<file path="src/rtl/core/itoa_pkg.sv">
// shared types, constants and the digit character function for the integer to text unit
package itoa_pkg;

    // default width of the converted value
    localparam int VALUE_WIDTH_DEF = 64;

    // configuration port geometry and register indexes
    localparam int CFG_IDX_W  = 8;
    localparam int CFG_DATA_W = 8;
    localparam logic [CFG_IDX_W-1:0] REG_RADIX    = 8'd0;
    localparam logic [CFG_IDX_W-1:0] REG_BUF_SIZE = 8'd1;

    // register reset values
    localparam logic [5:0] RADIX_RST    = 6'd10;
    localparam logic [7:0] BUF_SIZE_RST = 8'd66;

    // character codes
    localparam logic [7:0] CHAR_MINUS  = 8'h2D;
    localparam logic [7:0] CHAR_ZERO   = 8'h30;
    localparam logic [7:0] CHAR_UPPER  = 8'h41;
    localparam logic [7:0] CHAR_LOWER  = 8'h61;
    localparam logic [7:0] CHAR_NUL    = 8'h00;

    // input word
    typedef struct packed {
        logic [63:0] value;
        logic        is_signed;
    } t_item;

    // result word
    typedef struct packed {
        logic [7:0] char_code;
        logic       last;
        logic       error;
    } t_res;

    // controller to datapath commands
    typedef struct packed {
        logic load;
        logic step;
        logic store;
        logic rd_first;
        logic rd_next;
        logic out_err;
        logic out_minus;
        logic out_digit;
    } t_cmd;

    // datapath to controller status
    typedef struct packed {
        logic early_err;
        logic step_done;
        logic quot_zero;
        logic fits;
        logic neg;
        logic rd_last;
    } t_sts;

    // digit value to character: 0-9, A-Z, a-z, codes past the set wrap around
    function automatic logic [7:0] digit_char(input logic [5:0] d);
        logic [5:0] dm;
        dm = (d >= 6'd62) ? (d - 6'd62) : d;
        if (dm < 6'd10) begin
            return CHAR_ZERO + {2'b00, dm};
        end else if (dm < 6'd36) begin
            return CHAR_UPPER + {2'b00, dm - 6'd10};
        end else begin
            return CHAR_LOWER + {2'b00, dm - 6'd36};
        end
    endfunction

endpackage

</file>
<file path="src/rtl/core/itoa_dp.sv">
// datapath: config registers, digit divider, digit memory and result register
module itoa_dp #(
    parameter int VALUE_WIDTH = itoa_pkg::VALUE_WIDTH_DEF
) (
    input  logic                            i_clk,
    input  logic                            i_rst_n,
    input  logic                            i_cfg_we,
    input  logic [itoa_pkg::CFG_IDX_W-1:0]  i_cfg_idx,
    input  logic [itoa_pkg::CFG_DATA_W-1:0] i_cfg_data,
    input  itoa_pkg::t_item                 i_item,
    input  itoa_pkg::t_cmd                  i_cmd,
    output itoa_pkg::t_sts                  o_sts,
    output itoa_pkg::t_res                  o_result,
    output logic                            o_strobe
);
    import itoa_pkg::*;

    localparam int STEPS = (VALUE_WIDTH + 7) / 8;
    localparam int PW    = STEPS * 8;
    localparam int SCW   = (STEPS > 1) ? $clog2(STEPS) : 1;
    localparam int ND_W  = $clog2(VALUE_WIDTH + 1);
    localparam int AW    = $clog2(VALUE_WIDTH);

    logic [5:0]             r_radix;
    logic [7:0]             r_size;
    logic [PW-1:0]          r_mag;
    logic [5:0]             r_rem;
    logic [SCW-1:0]         r_step;
    logic [ND_W-1:0]        r_nd;
    logic                   r_neg;
    logic [AW-1:0]          r_rd_idx;
    logic [5:0]             r_rd_data;
    logic [5:0]             r_mem [VALUE_WIDTH];
    logic                   r_strobe;
    t_res                   r_out;

    logic [VALUE_WIDTH-1:0] w_v;
    logic [VALUE_WIDTH-1:0] w_mag;
    logic                   w_sgn_bit;
    logic                   w_min;
    logic                   w_neg;
    logic [5:0]             w_base;
    logic [5:0]             n_rem;
    logic [7:0]             n_q;
    logic [AW-1:0]          w_rd_addr;
    logic [8:0]             w_need;

    // config registers
    always_ff @(posedge i_clk) begin
        if (!i_rst_n) begin
            r_radix <= RADIX_RST;
            r_size  <= BUF_SIZE_RST;
        end else if (i_cfg_we) begin
            case (i_cfg_idx)
                REG_RADIX:    r_radix <= i_cfg_data[5:0];
                REG_BUF_SIZE: r_size  <= i_cfg_data;
                default:      ;
            endcase
        end
    end

    // saturated base
    always_comb begin
        if (r_radix < 6'd2) begin
            w_base = 6'd2;
        end else if (r_radix > 6'd62) begin
            w_base = 6'd62;
        end else begin
            w_base = r_radix;
        end
    end

    // sign handling and early buffer checks on the incoming word
    assign w_v       = i_item.value[VALUE_WIDTH-1:0];
    assign w_sgn_bit = w_v[VALUE_WIDTH-1];
    assign w_min     = w_sgn_bit && (w_v[VALUE_WIDTH-2:0] == '0);
    assign w_neg     = i_item.is_signed && w_sgn_bit;
    assign w_mag     = w_neg ? ((~w_v) + VALUE_WIDTH'(1)) : w_v;

    assign o_sts.early_err = i_item.is_signed
                           ? ((r_size < 8'd3) || (w_sgn_bit && (w_min || (r_size < 8'd4))))
                           : (r_size < 8'd2);

    // eight restoring division bits per cycle, remainder stays below the base
    always_comb begin
        logic [6:0] t;
        n_rem = r_rem;
        n_q   = '0;
        for (int k = 0; k < 8; k++) begin
            t = {n_rem, r_mag[PW-1-k]};
            if (t >= {1'b0, w_base}) begin
                n_rem      = 6'(t - {1'b0, w_base});
                n_q[7-k]   = 1'b1;
            end else begin
                n_rem      = t[5:0];
            end
        end
    end

    // division and digit count registers
    always_ff @(posedge i_clk) begin
        if (i_cmd.load) begin
            r_mag  <= PW'(w_mag);
            r_neg  <= w_neg;
            r_nd   <= '0;
            r_step <= '0;
            r_rem  <= '0;
        end else if (i_cmd.step) begin
            r_mag  <= (r_mag << 8) | PW'(n_q);
            r_rem  <= n_rem;
            r_step <= r_step + SCW'(1);
        end else if (i_cmd.store) begin
            r_nd   <= r_nd + ND_W'(1);
            r_rem  <= '0;
            r_step <= '0;
        end
    end

    // digit memory, least significant digit at address zero
    assign w_rd_addr = i_cmd.rd_first ? AW'(r_nd - ND_W'(1)) : AW'(r_rd_idx - AW'(1));

    always_ff @(posedge i_clk) begin
        if (i_cmd.store) begin
            r_mem[r_nd[AW-1:0]] <= r_rem;
        end
        r_rd_data <= r_mem[w_rd_addr];
    end

    // read index follows the address of the registered read data
    always_ff @(posedge i_clk) begin
        if (i_cmd.rd_first || i_cmd.rd_next) begin
            r_rd_idx <= w_rd_addr;
        end
    end

    // status back to the controller
    assign w_need = 9'(r_nd) + {8'd0, r_neg} + 9'd1;

    assign o_sts.step_done = (r_step == SCW'(STEPS - 1));
    assign o_sts.quot_zero = (r_mag == '0);
    assign o_sts.fits      = (w_need <= {1'b0, r_size});
    assign o_sts.neg       = r_neg;
    assign o_sts.rd_last   = (r_rd_idx == '0);

    // result register, one word per strobe
    always_ff @(posedge i_clk) begin
        if (!i_rst_n) begin
            r_strobe <= 1'b0;
        end else begin
            r_strobe <= i_cmd.out_err || i_cmd.out_minus || i_cmd.out_digit;
        end
    end

    always_ff @(posedge i_clk) begin
        if (i_cmd.out_err) begin
            r_out <= '{char_code: CHAR_NUL, last: 1'b1, error: 1'b1};
        end else if (i_cmd.out_minus) begin
            r_out <= '{char_code: CHAR_MINUS, last: 1'b0, error: 1'b0};
        end else if (i_cmd.out_digit) begin
            r_out <= '{char_code: digit_char(r_rd_data), last: (r_rd_idx == '0),
                       error: 1'b0};
        end
    end

    assign o_result = r_out;
    assign o_strobe = r_strobe;

endmodule

</file>
<file path="src/rtl/core/itoa_ctrl.sv">
// controller: sequences division, size check and character emission
module itoa_ctrl (
    input  logic           i_clk,
    input  logic           i_rst_n,
    input  logic           start,
    input  itoa_pkg::t_sts i_sts,
    output itoa_pkg::t_cmd o_cmd,
    output logic           busy
);
    import itoa_pkg::*;

    localparam logic [2:0] S_IDLE  = 3'd0;
    localparam logic [2:0] S_DIV   = 3'd1;
    localparam logic [2:0] S_STORE = 3'd2;
    localparam logic [2:0] S_CHK   = 3'd3;
    localparam logic [2:0] S_PREP  = 3'd4;
    localparam logic [2:0] S_EMIT  = 3'd5;

    logic [2:0] r_state;
    logic [2:0] n_state;

    // state register
    always_ff @(posedge i_clk) begin
        if (!i_rst_n) begin
            r_state <= S_IDLE;
        end else begin
            r_state <= n_state;
        end
    end

    // next state and commands
    always_comb begin
        n_state = r_state;
        o_cmd   = '0;
        case (r_state)
            S_IDLE: begin
                if (start) begin
                    if (i_sts.early_err) begin
                        o_cmd.out_err = 1'b1;
                    end else begin
                        o_cmd.load = 1'b1;
                        n_state    = S_DIV;
                    end
                end
            end
            S_DIV: begin
                o_cmd.step = 1'b1;
                if (i_sts.step_done) begin
                    n_state = S_STORE;
                end
            end
            S_STORE: begin
                o_cmd.store = 1'b1;
                n_state     = i_sts.quot_zero ? S_CHK : S_DIV;
            end
            S_CHK: begin
                if (i_sts.fits) begin
                    n_state = S_PREP;
                end else begin
                    o_cmd.out_err = 1'b1;
                    n_state       = S_IDLE;
                end
            end
            S_PREP: begin
                o_cmd.rd_first  = 1'b1;
                o_cmd.out_minus = i_sts.neg;
                n_state         = S_EMIT;
            end
            S_EMIT: begin
                o_cmd.out_digit = 1'b1;
                if (i_sts.rd_last) begin
                    n_state = S_IDLE;
                end else begin
                    o_cmd.rd_next = 1'b1;
                end
            end
            default: begin
                n_state = S_IDLE;
            end
        endcase
    end

    assign busy = (r_state != S_IDLE);

endmodule

</file>
<file path="src/rtl/core/integer_to_text_any_base_unit.sv">
// top level of the integer to text converter for bases 2 to 62
//
// Usage: write radix (index 0) and buffer_size (index 1) through the
// config port while the unit is idle. Start a conversion by raising start
// while busy is low; the input word is taken at that edge. The text comes
// out one character per word on o_result, each marked by o_strobe for one
// cycle, most significant digit first, an optional minus sign ahead of it
// and last set on the final character. A failed conversion gives one word
// with error set. The receiver cannot stall: every word must be taken in
// the cycle it is shown.
// Timing: an error found from the buffer size or the sign alone shows in
// the cycle after start. Otherwise the divider forms each digit, eight
// quotient bits per cycle; then the size is checked, the top digit is
// read and the characters are issued back to back. busy stays high until
// the last word has been issued.
// Reset restores radix 10 and buffer size 66 and returns to idle.
module integer_to_text_any_base_unit #(
    parameter int VALUE_WIDTH = itoa_pkg::VALUE_WIDTH_DEF
) (
    input  logic                            i_clk,
    input  logic                            i_rst_n,
    input  logic                            i_cfg_we,
    input  logic [itoa_pkg::CFG_IDX_W-1:0]  i_cfg_idx,
    input  logic [itoa_pkg::CFG_DATA_W-1:0] i_cfg_data,
    input  logic                            start,
    input  itoa_pkg::t_item                 i_item,
    output logic                            busy,
    output itoa_pkg::t_res                  o_result,
    output logic                            o_strobe
);
    import itoa_pkg::*;

    t_cmd w_cmd;
    t_sts w_sts;

    // sequencer
    itoa_ctrl u_ctrl (
        .i_clk   (i_clk),
        .i_rst_n (i_rst_n),
        .start   (start),
        .i_sts   (w_sts),
        .o_cmd   (w_cmd),
        .busy    (busy)
    );

    // divider, digit store and result register
    itoa_dp #(
        .VALUE_WIDTH (VALUE_WIDTH)
    ) u_dp (
        .i_clk      (i_clk),
        .i_rst_n    (i_rst_n),
        .i_cfg_we   (i_cfg_we),
        .i_cfg_idx  (i_cfg_idx),
        .i_cfg_data (i_cfg_data),
        .i_item     (i_item),
        .i_cmd      (w_cmd),
        .o_sts      (w_sts),
        .o_result   (o_result),
        .o_strobe   (o_strobe)
    );

endmodule
</file>
<file path="config.mk">
export PLATFORM = sky130hd
export DESIGN_NAME = integer_to_text_any_base_unit
export DESIGN_NICKNAME = d
export VERILOG_FILES = /design/src/rtl/core/itoa_pkg.sv /design/src/rtl/core/itoa_dp.sv /design/src/rtl/core/itoa_ctrl.sv /design/src/rtl/core/integer_to_text_any_base_unit.sv
export SDC_FILE = /design/constraint.sdc
export NUM_CORES = 1
export LEC_CHECK = 0
export ABC_AREA = 1
export BUFFER_PORTS_ARGS = -buffer_cell sky130_fd_sc_hd__clkbuf_2
export CAP_MARGIN = 5
export CORE_AREA = 10 10 217 219
export CTS_CLUSTER_DIAMETER = 30
export DETAILED_ROUTE_END_ITERATION = 8
export DIE_AREA = 0 0 227 229
export PLACE_DENSITY = 0.77
export SLEW_MARGIN = 30
export SYNTH_ARGS = -nofsm -noshare
export SYNTH_HDL_FRONTEND = slang
export SYNTH_HIERARCHICAL = 1
export SYNTH_SLANG_ARGS = --single-unit
</file>
<file path="constraint.sdc">
create_clock -name i_clk -period 39.4 [get_ports i_clk]
set_input_delay 7.88 -clock i_clk [delete_from_list [all_inputs] [get_ports i_clk]]
set_output_delay 7.88 -clock i_clk [all_outputs]
set_load 0.02 [all_outputs]
</file>
==> metrics.txt <==
# TYPE chip_impl_metric gauge
chip_impl_metric{name="wl",unit="mm"} 67.8
chip_impl_info{name="status",value="finished, final reports clean"} 1
chip_impl_metric{name="grt.total_usage",unit="%"} 25.7
chip_impl_metric{name="crit_required",unit="ns"} 39.87
chip_impl_info{name="clockRootBuffer",value="sky130_fd_sc_hd__clkbuf_16"} 1
chip_impl_info{name="hold_path.startpoint",value="u_dp/o_result[3]$_SDFFE_PP0P_"} 1
chip_impl_metric{name="via_count_normalized_by_instance_count",unit=""} 6.17
chip_impl_info{name="synthFlopType",value="sky130_fd_sc_hd__edfxtp_1"} 1
chip_impl_info{name="criticalPathCategory",value="reg2reg"} 1
chip_impl_metric{name="tritoncts_num_sinks",unit=""} 505
chip_impl_metric{name="final_wtd_congestion",unit=""} 0.948
chip_impl_metric{name="synth_enable_flop_cells",unit=""} 455
chip_impl_info{name="critical-path-top-cell-by-count",value="sky130_fd_sc_hd__nand2_1"} 1
chip_impl_metric{name="max-clock-path-buffers",unit=""} 3
chip_impl_info{name="tritoncts",value="done"} 1
chip_impl_metric{name="routedWlPerCell",unit="microns"} 21.0
chip_impl_metric{name="synth_cell_types",unit=""} 53
chip_impl_metric{name="cp_slowest_stage_delay",unit="ns"} 0.53
chip_impl_metric{name="detailroute.via_count",unit=""} 19900
chip_impl_metric{name="timing_hold_violations_final",unit=""} 0
chip_impl_metric{name="fin_skew",unit="ns"} 0.0250
chip_impl_info{name="critical_path.endpoint_type",value="flop"} 1
chip_impl_metric{name="timing.critical_path.arrival",unit="ns"} 15.61
chip_impl_metric{name="clkLatencyLatePin",unit="ns"} 0.62
chip_impl_metric{name="drt_initial_violations",unit=""} 2350
chip_impl_metric{name="post_synth.cell_area_avg",unit="sq um"} 10.1
chip_impl_metric{name="whs_path_depth",unit=""} 2
chip_impl_metric{name="antenna_found_initial",unit=""} 0
chip_impl_metric{name="cap_violations",unit=""} 0
chip_impl_metric{name="fmax",unit="MHz"} 66.1
chip_impl_metric{name="remaining_drc_errors",unit=""} 0
chip_impl_metric{name="post-dp-hpwl",unit="mm"} 43.1
chip_impl_metric{name="die_area",unit="sq um"} 52000
chip_impl_metric{name="num_rows",unit=""} 76
chip_impl_metric{name="floorplan.initialDensity",unit="%"} 59.4
chip_impl_metric{name="multi_input_area",unit="sq um"} 9590
chip_impl_metric{name="cts_setup_buffers",unit=""} 0
chip_impl_metric{name="timing.final.crit_share",unit="%"} 38.4
chip_impl_metric{name="crit_path_max_fanout",unit=""} 13
chip_impl_metric{name="number_of_global_route_vias_before_repair",unit=""} 19300
chip_impl_metric{name="post_route_cells_drive_above_1_share",unit="%"} 13.0
chip_impl_metric{name="synthesis.area",unit="sq um"} 25300
chip_impl_metric{name="grt_max_degree",unit=""} 113
chip_impl_metric{name="cts_max_level",unit=""} 3
chip_impl_metric{name="synthCells",unit=""} 2506
chip_impl_metric{name="ioPinCount",unit=""} 97
chip_impl_info{name="crit_start",value="u_dp/r_radix[3]$_SDFFE_PN1P_"} 1
chip_impl_metric{name="ant_nets",unit=""} 0
chip_impl_metric{name="post_cts.resized_instances",unit=""} 0
chip_impl_metric{name="core_region_area",unit="sq um"} 42700
chip_impl_info{name="hold_path.class",value="reg2reg"} 1
chip_impl_metric{name="layout-area-overhead-vs-synth",unit="%"} 16.9
chip_impl_metric{name="antenna_cells",unit=""} 0
chip_impl_metric{name="timing.max_slew.rel_slack",unit="%"} 34.5
chip_impl_metric{name="synth_warnings",unit=""} 6
chip_impl_metric{name="timing_worst_slew_pin_value",unit="ns"} 0.975
chip_impl_metric{name="finish.net_count",unit=""} 2779
chip_impl_metric{name="seq_area_frac_synth",unit="%"} 57.9
chip_impl_metric{name="timing.final.max_slew_violations",unit=""} 0
chip_impl_metric{name="register_cell_area_after_layout",unit="sq um"} 14700
chip_impl_metric{name="number_of_buffers_added_on_ports",unit=""} 96
chip_impl_metric{name="layout.filler_cells",unit=""} 2988
chip_impl_metric{name="worstRegToRegCells",unit=""} 89
chip_impl_metric{name="floorplan.die.width",unit="microns"} 227
chip_impl_metric{name="share_of_flip_flops_with_an_asynchronous_set_or_reset_after_synthesis",unit="%"} 0
chip_impl_metric{name="holdBufCountCts",unit=""} 0
chip_impl_info{name="slowest_stage",value="sky130_fd_sc_hd__a221oi_1"} 1
chip_impl_metric{name="first_pass_iteration_count_of_the_detailed_router",unit=""} 5
chip_impl_metric{name="grt_pass1_wl",unit="mm"} 106
chip_impl_info{name="worstReg2RegStart",value="u_dp/r_radix[3]$_SDFFE_PN1P_"} 1
chip_impl_metric{name="worst_setup_hold_path_clk_slew",unit="ns"} 0.05
chip_impl_metric{name="cts_buffers",unit=""} 93
chip_impl_metric{name="timing.final.setup_violations",unit=""} 0
chip_impl_metric{name="dieHeight",unit="microns"} 229
chip_impl_info{name="layout.cells.most_common",value="sky130_fd_sc_hd__edfxtp_1"} 1
chip_impl_info{name="unrepaired_setup_endpoints_after_global_routing",value="no"} 1
chip_impl_metric{name="synth.net_count",unit=""} 2675
chip_impl_info{name="critical_path.startpoint_type",value="flop"} 1
chip_impl_metric{name="gr-total-overflow",unit=""} 0
chip_impl_info{name="mostFrequentLayoutCells",value="sky130_fd_sc_hd__edfxtp_1 (455), sky130_fd_sc_hd__nor2_1 (362), sky130_fd_sc_hd__o21ai_0 (315), sky130_fd_sc_hd__nand2_1 (295), sky130_fd_sc_hd__inv_1 (177)"} 1
chip_impl_metric{name="min_period",unit="ns"} 15.14
chip_impl_metric{name="worst_hold_slack",unit="ns"} 0.467
chip_impl_metric{name="totalNegativeSetupSlack",unit="ns"} 0
chip_impl_metric{name="synth-seq-cells",unit=""} 505
-- cells by family after synthesis --
group,count (synthesis),share of synthesized area [%]
AO/OA/AOI/OAI,589,13.6
XOR/XNOR,104,3.59
adder cells (fa/ha/maj),84,4.38
buffers and inverters,303,4.55
flip-flops,505,57.9
AND/OR/NAND/NOR,921,16.0
-- final timing paths --
kind | end | slack [ns]
hold reg to reg | u_dp/o_result[3]$_SDFFE_PP0P_ | 0.47
setup / recovery | u_dp/r_rem[1]$_SDFFE_PP0P_ | 24.26
setup reg to reg | u_dp/r_rem[1]$_SDFFE_PP0P_ | 24.26
hold / removal | u_dp/o_result[3]$_SDFFE_PP0P_ | 0.47
-- through the flow --
stage	cells	worst slack (ns)	cell area (sq um)	util (%)
after floorplan	2506	25.90	25300	-
after global placement	3059	25.13	26300	61.6
after detailed placement	3059	24.36	26300	61.6
after CTS	3232	24.37	29600	69.3
after global routing	3234	22.69	29600	69.4
final	3234	24.26	29600	69.4
-- synthesized netlist by cell type, drive strengths merged (2+ instances only) --
cell,number,area [sq um]
a221oi,2,17.5
o31ai,7,52.6
o22ai,50,313
nor3,33,185
or2,9,56.3
inv,186,698
buf,11,57.6
nand4,30,188
nor4,36,225
clkbuf,103,387
o221ai,49,429
a211oi,2,15.0
ha,76,951
o211ai,57,428
clkinv,3,11.3
xnor2,44,385
a31oi,5,31.3
nand2,307,1200
nor2,371,1420
dfxtp,50,1000
o21a,7,52.6
o21bai,3,22.5
o21ai,324,1620
xor2,60,526
or4,3,22.5
fa,8,160
a21oi,74,382
nand3,127,736
a21o,2,15.0
nand3b,3,22.5
edfxtp,455,13700
-- metal layers --
| layer | part of all wire (%) | vias up | track usage [%] |
|---|---|---|---|
| met4 | 3.1 | 0 | 9.56 |
| met5 | 0 | - | 0 |
| met2 | 49 | 1042 | 42.5 |
| met1 | 40 | 9519 | 33.4 |
| met3 | 7.8 | 150 | 4.26 |
| li1 | - | 9231 | - |
-- critical path, delay by kind of cell (launching register included) --
family,cells,cell delay [ns]
AOI/OAI and AO/OA,30,5.98
adders and majority gates,8,2.75
buffers and inverters,15,2.01
DFF,1,0.29
and+or+nand+nor,36,3.96
-- area by class of cell --
| type | instances | share of cell area (%) |
|---|---|---|
| repair buffers | 123 | 2.39 |
| multi-input cells | 1698 | 32.3 |
| clock inverters | 69 | 2.78 |
| clock buffers | 104 | 8.27 |
| well taps | 546 | 2.31 |
| flip-flops and latches | 505 | 49.5 |
| inverters | 189 | 2.41 |
-- sequential cells by signal (all words and copies together), names as in the netlist --
register / flops
u_dp/r_mem: 384
u_dp/r_mag: 64
u_dp/o_result: 10
u_dp/r_size: 8
u_dp/r_nd: 7
u_dp/r_radix: 6
u_dp/r_rd_data: 6
u_dp/r_rd_idx: 6
u_dp/r_rem: 6
u_ctrl/r_state: 3
u_dp/r_step: 3
u_dp/o_strobe: 1
u_dp/r_neg: 1
Power is not shown: default switching activity piles up to over one toggle a cycle in this logic, so the estimate is an artifact.
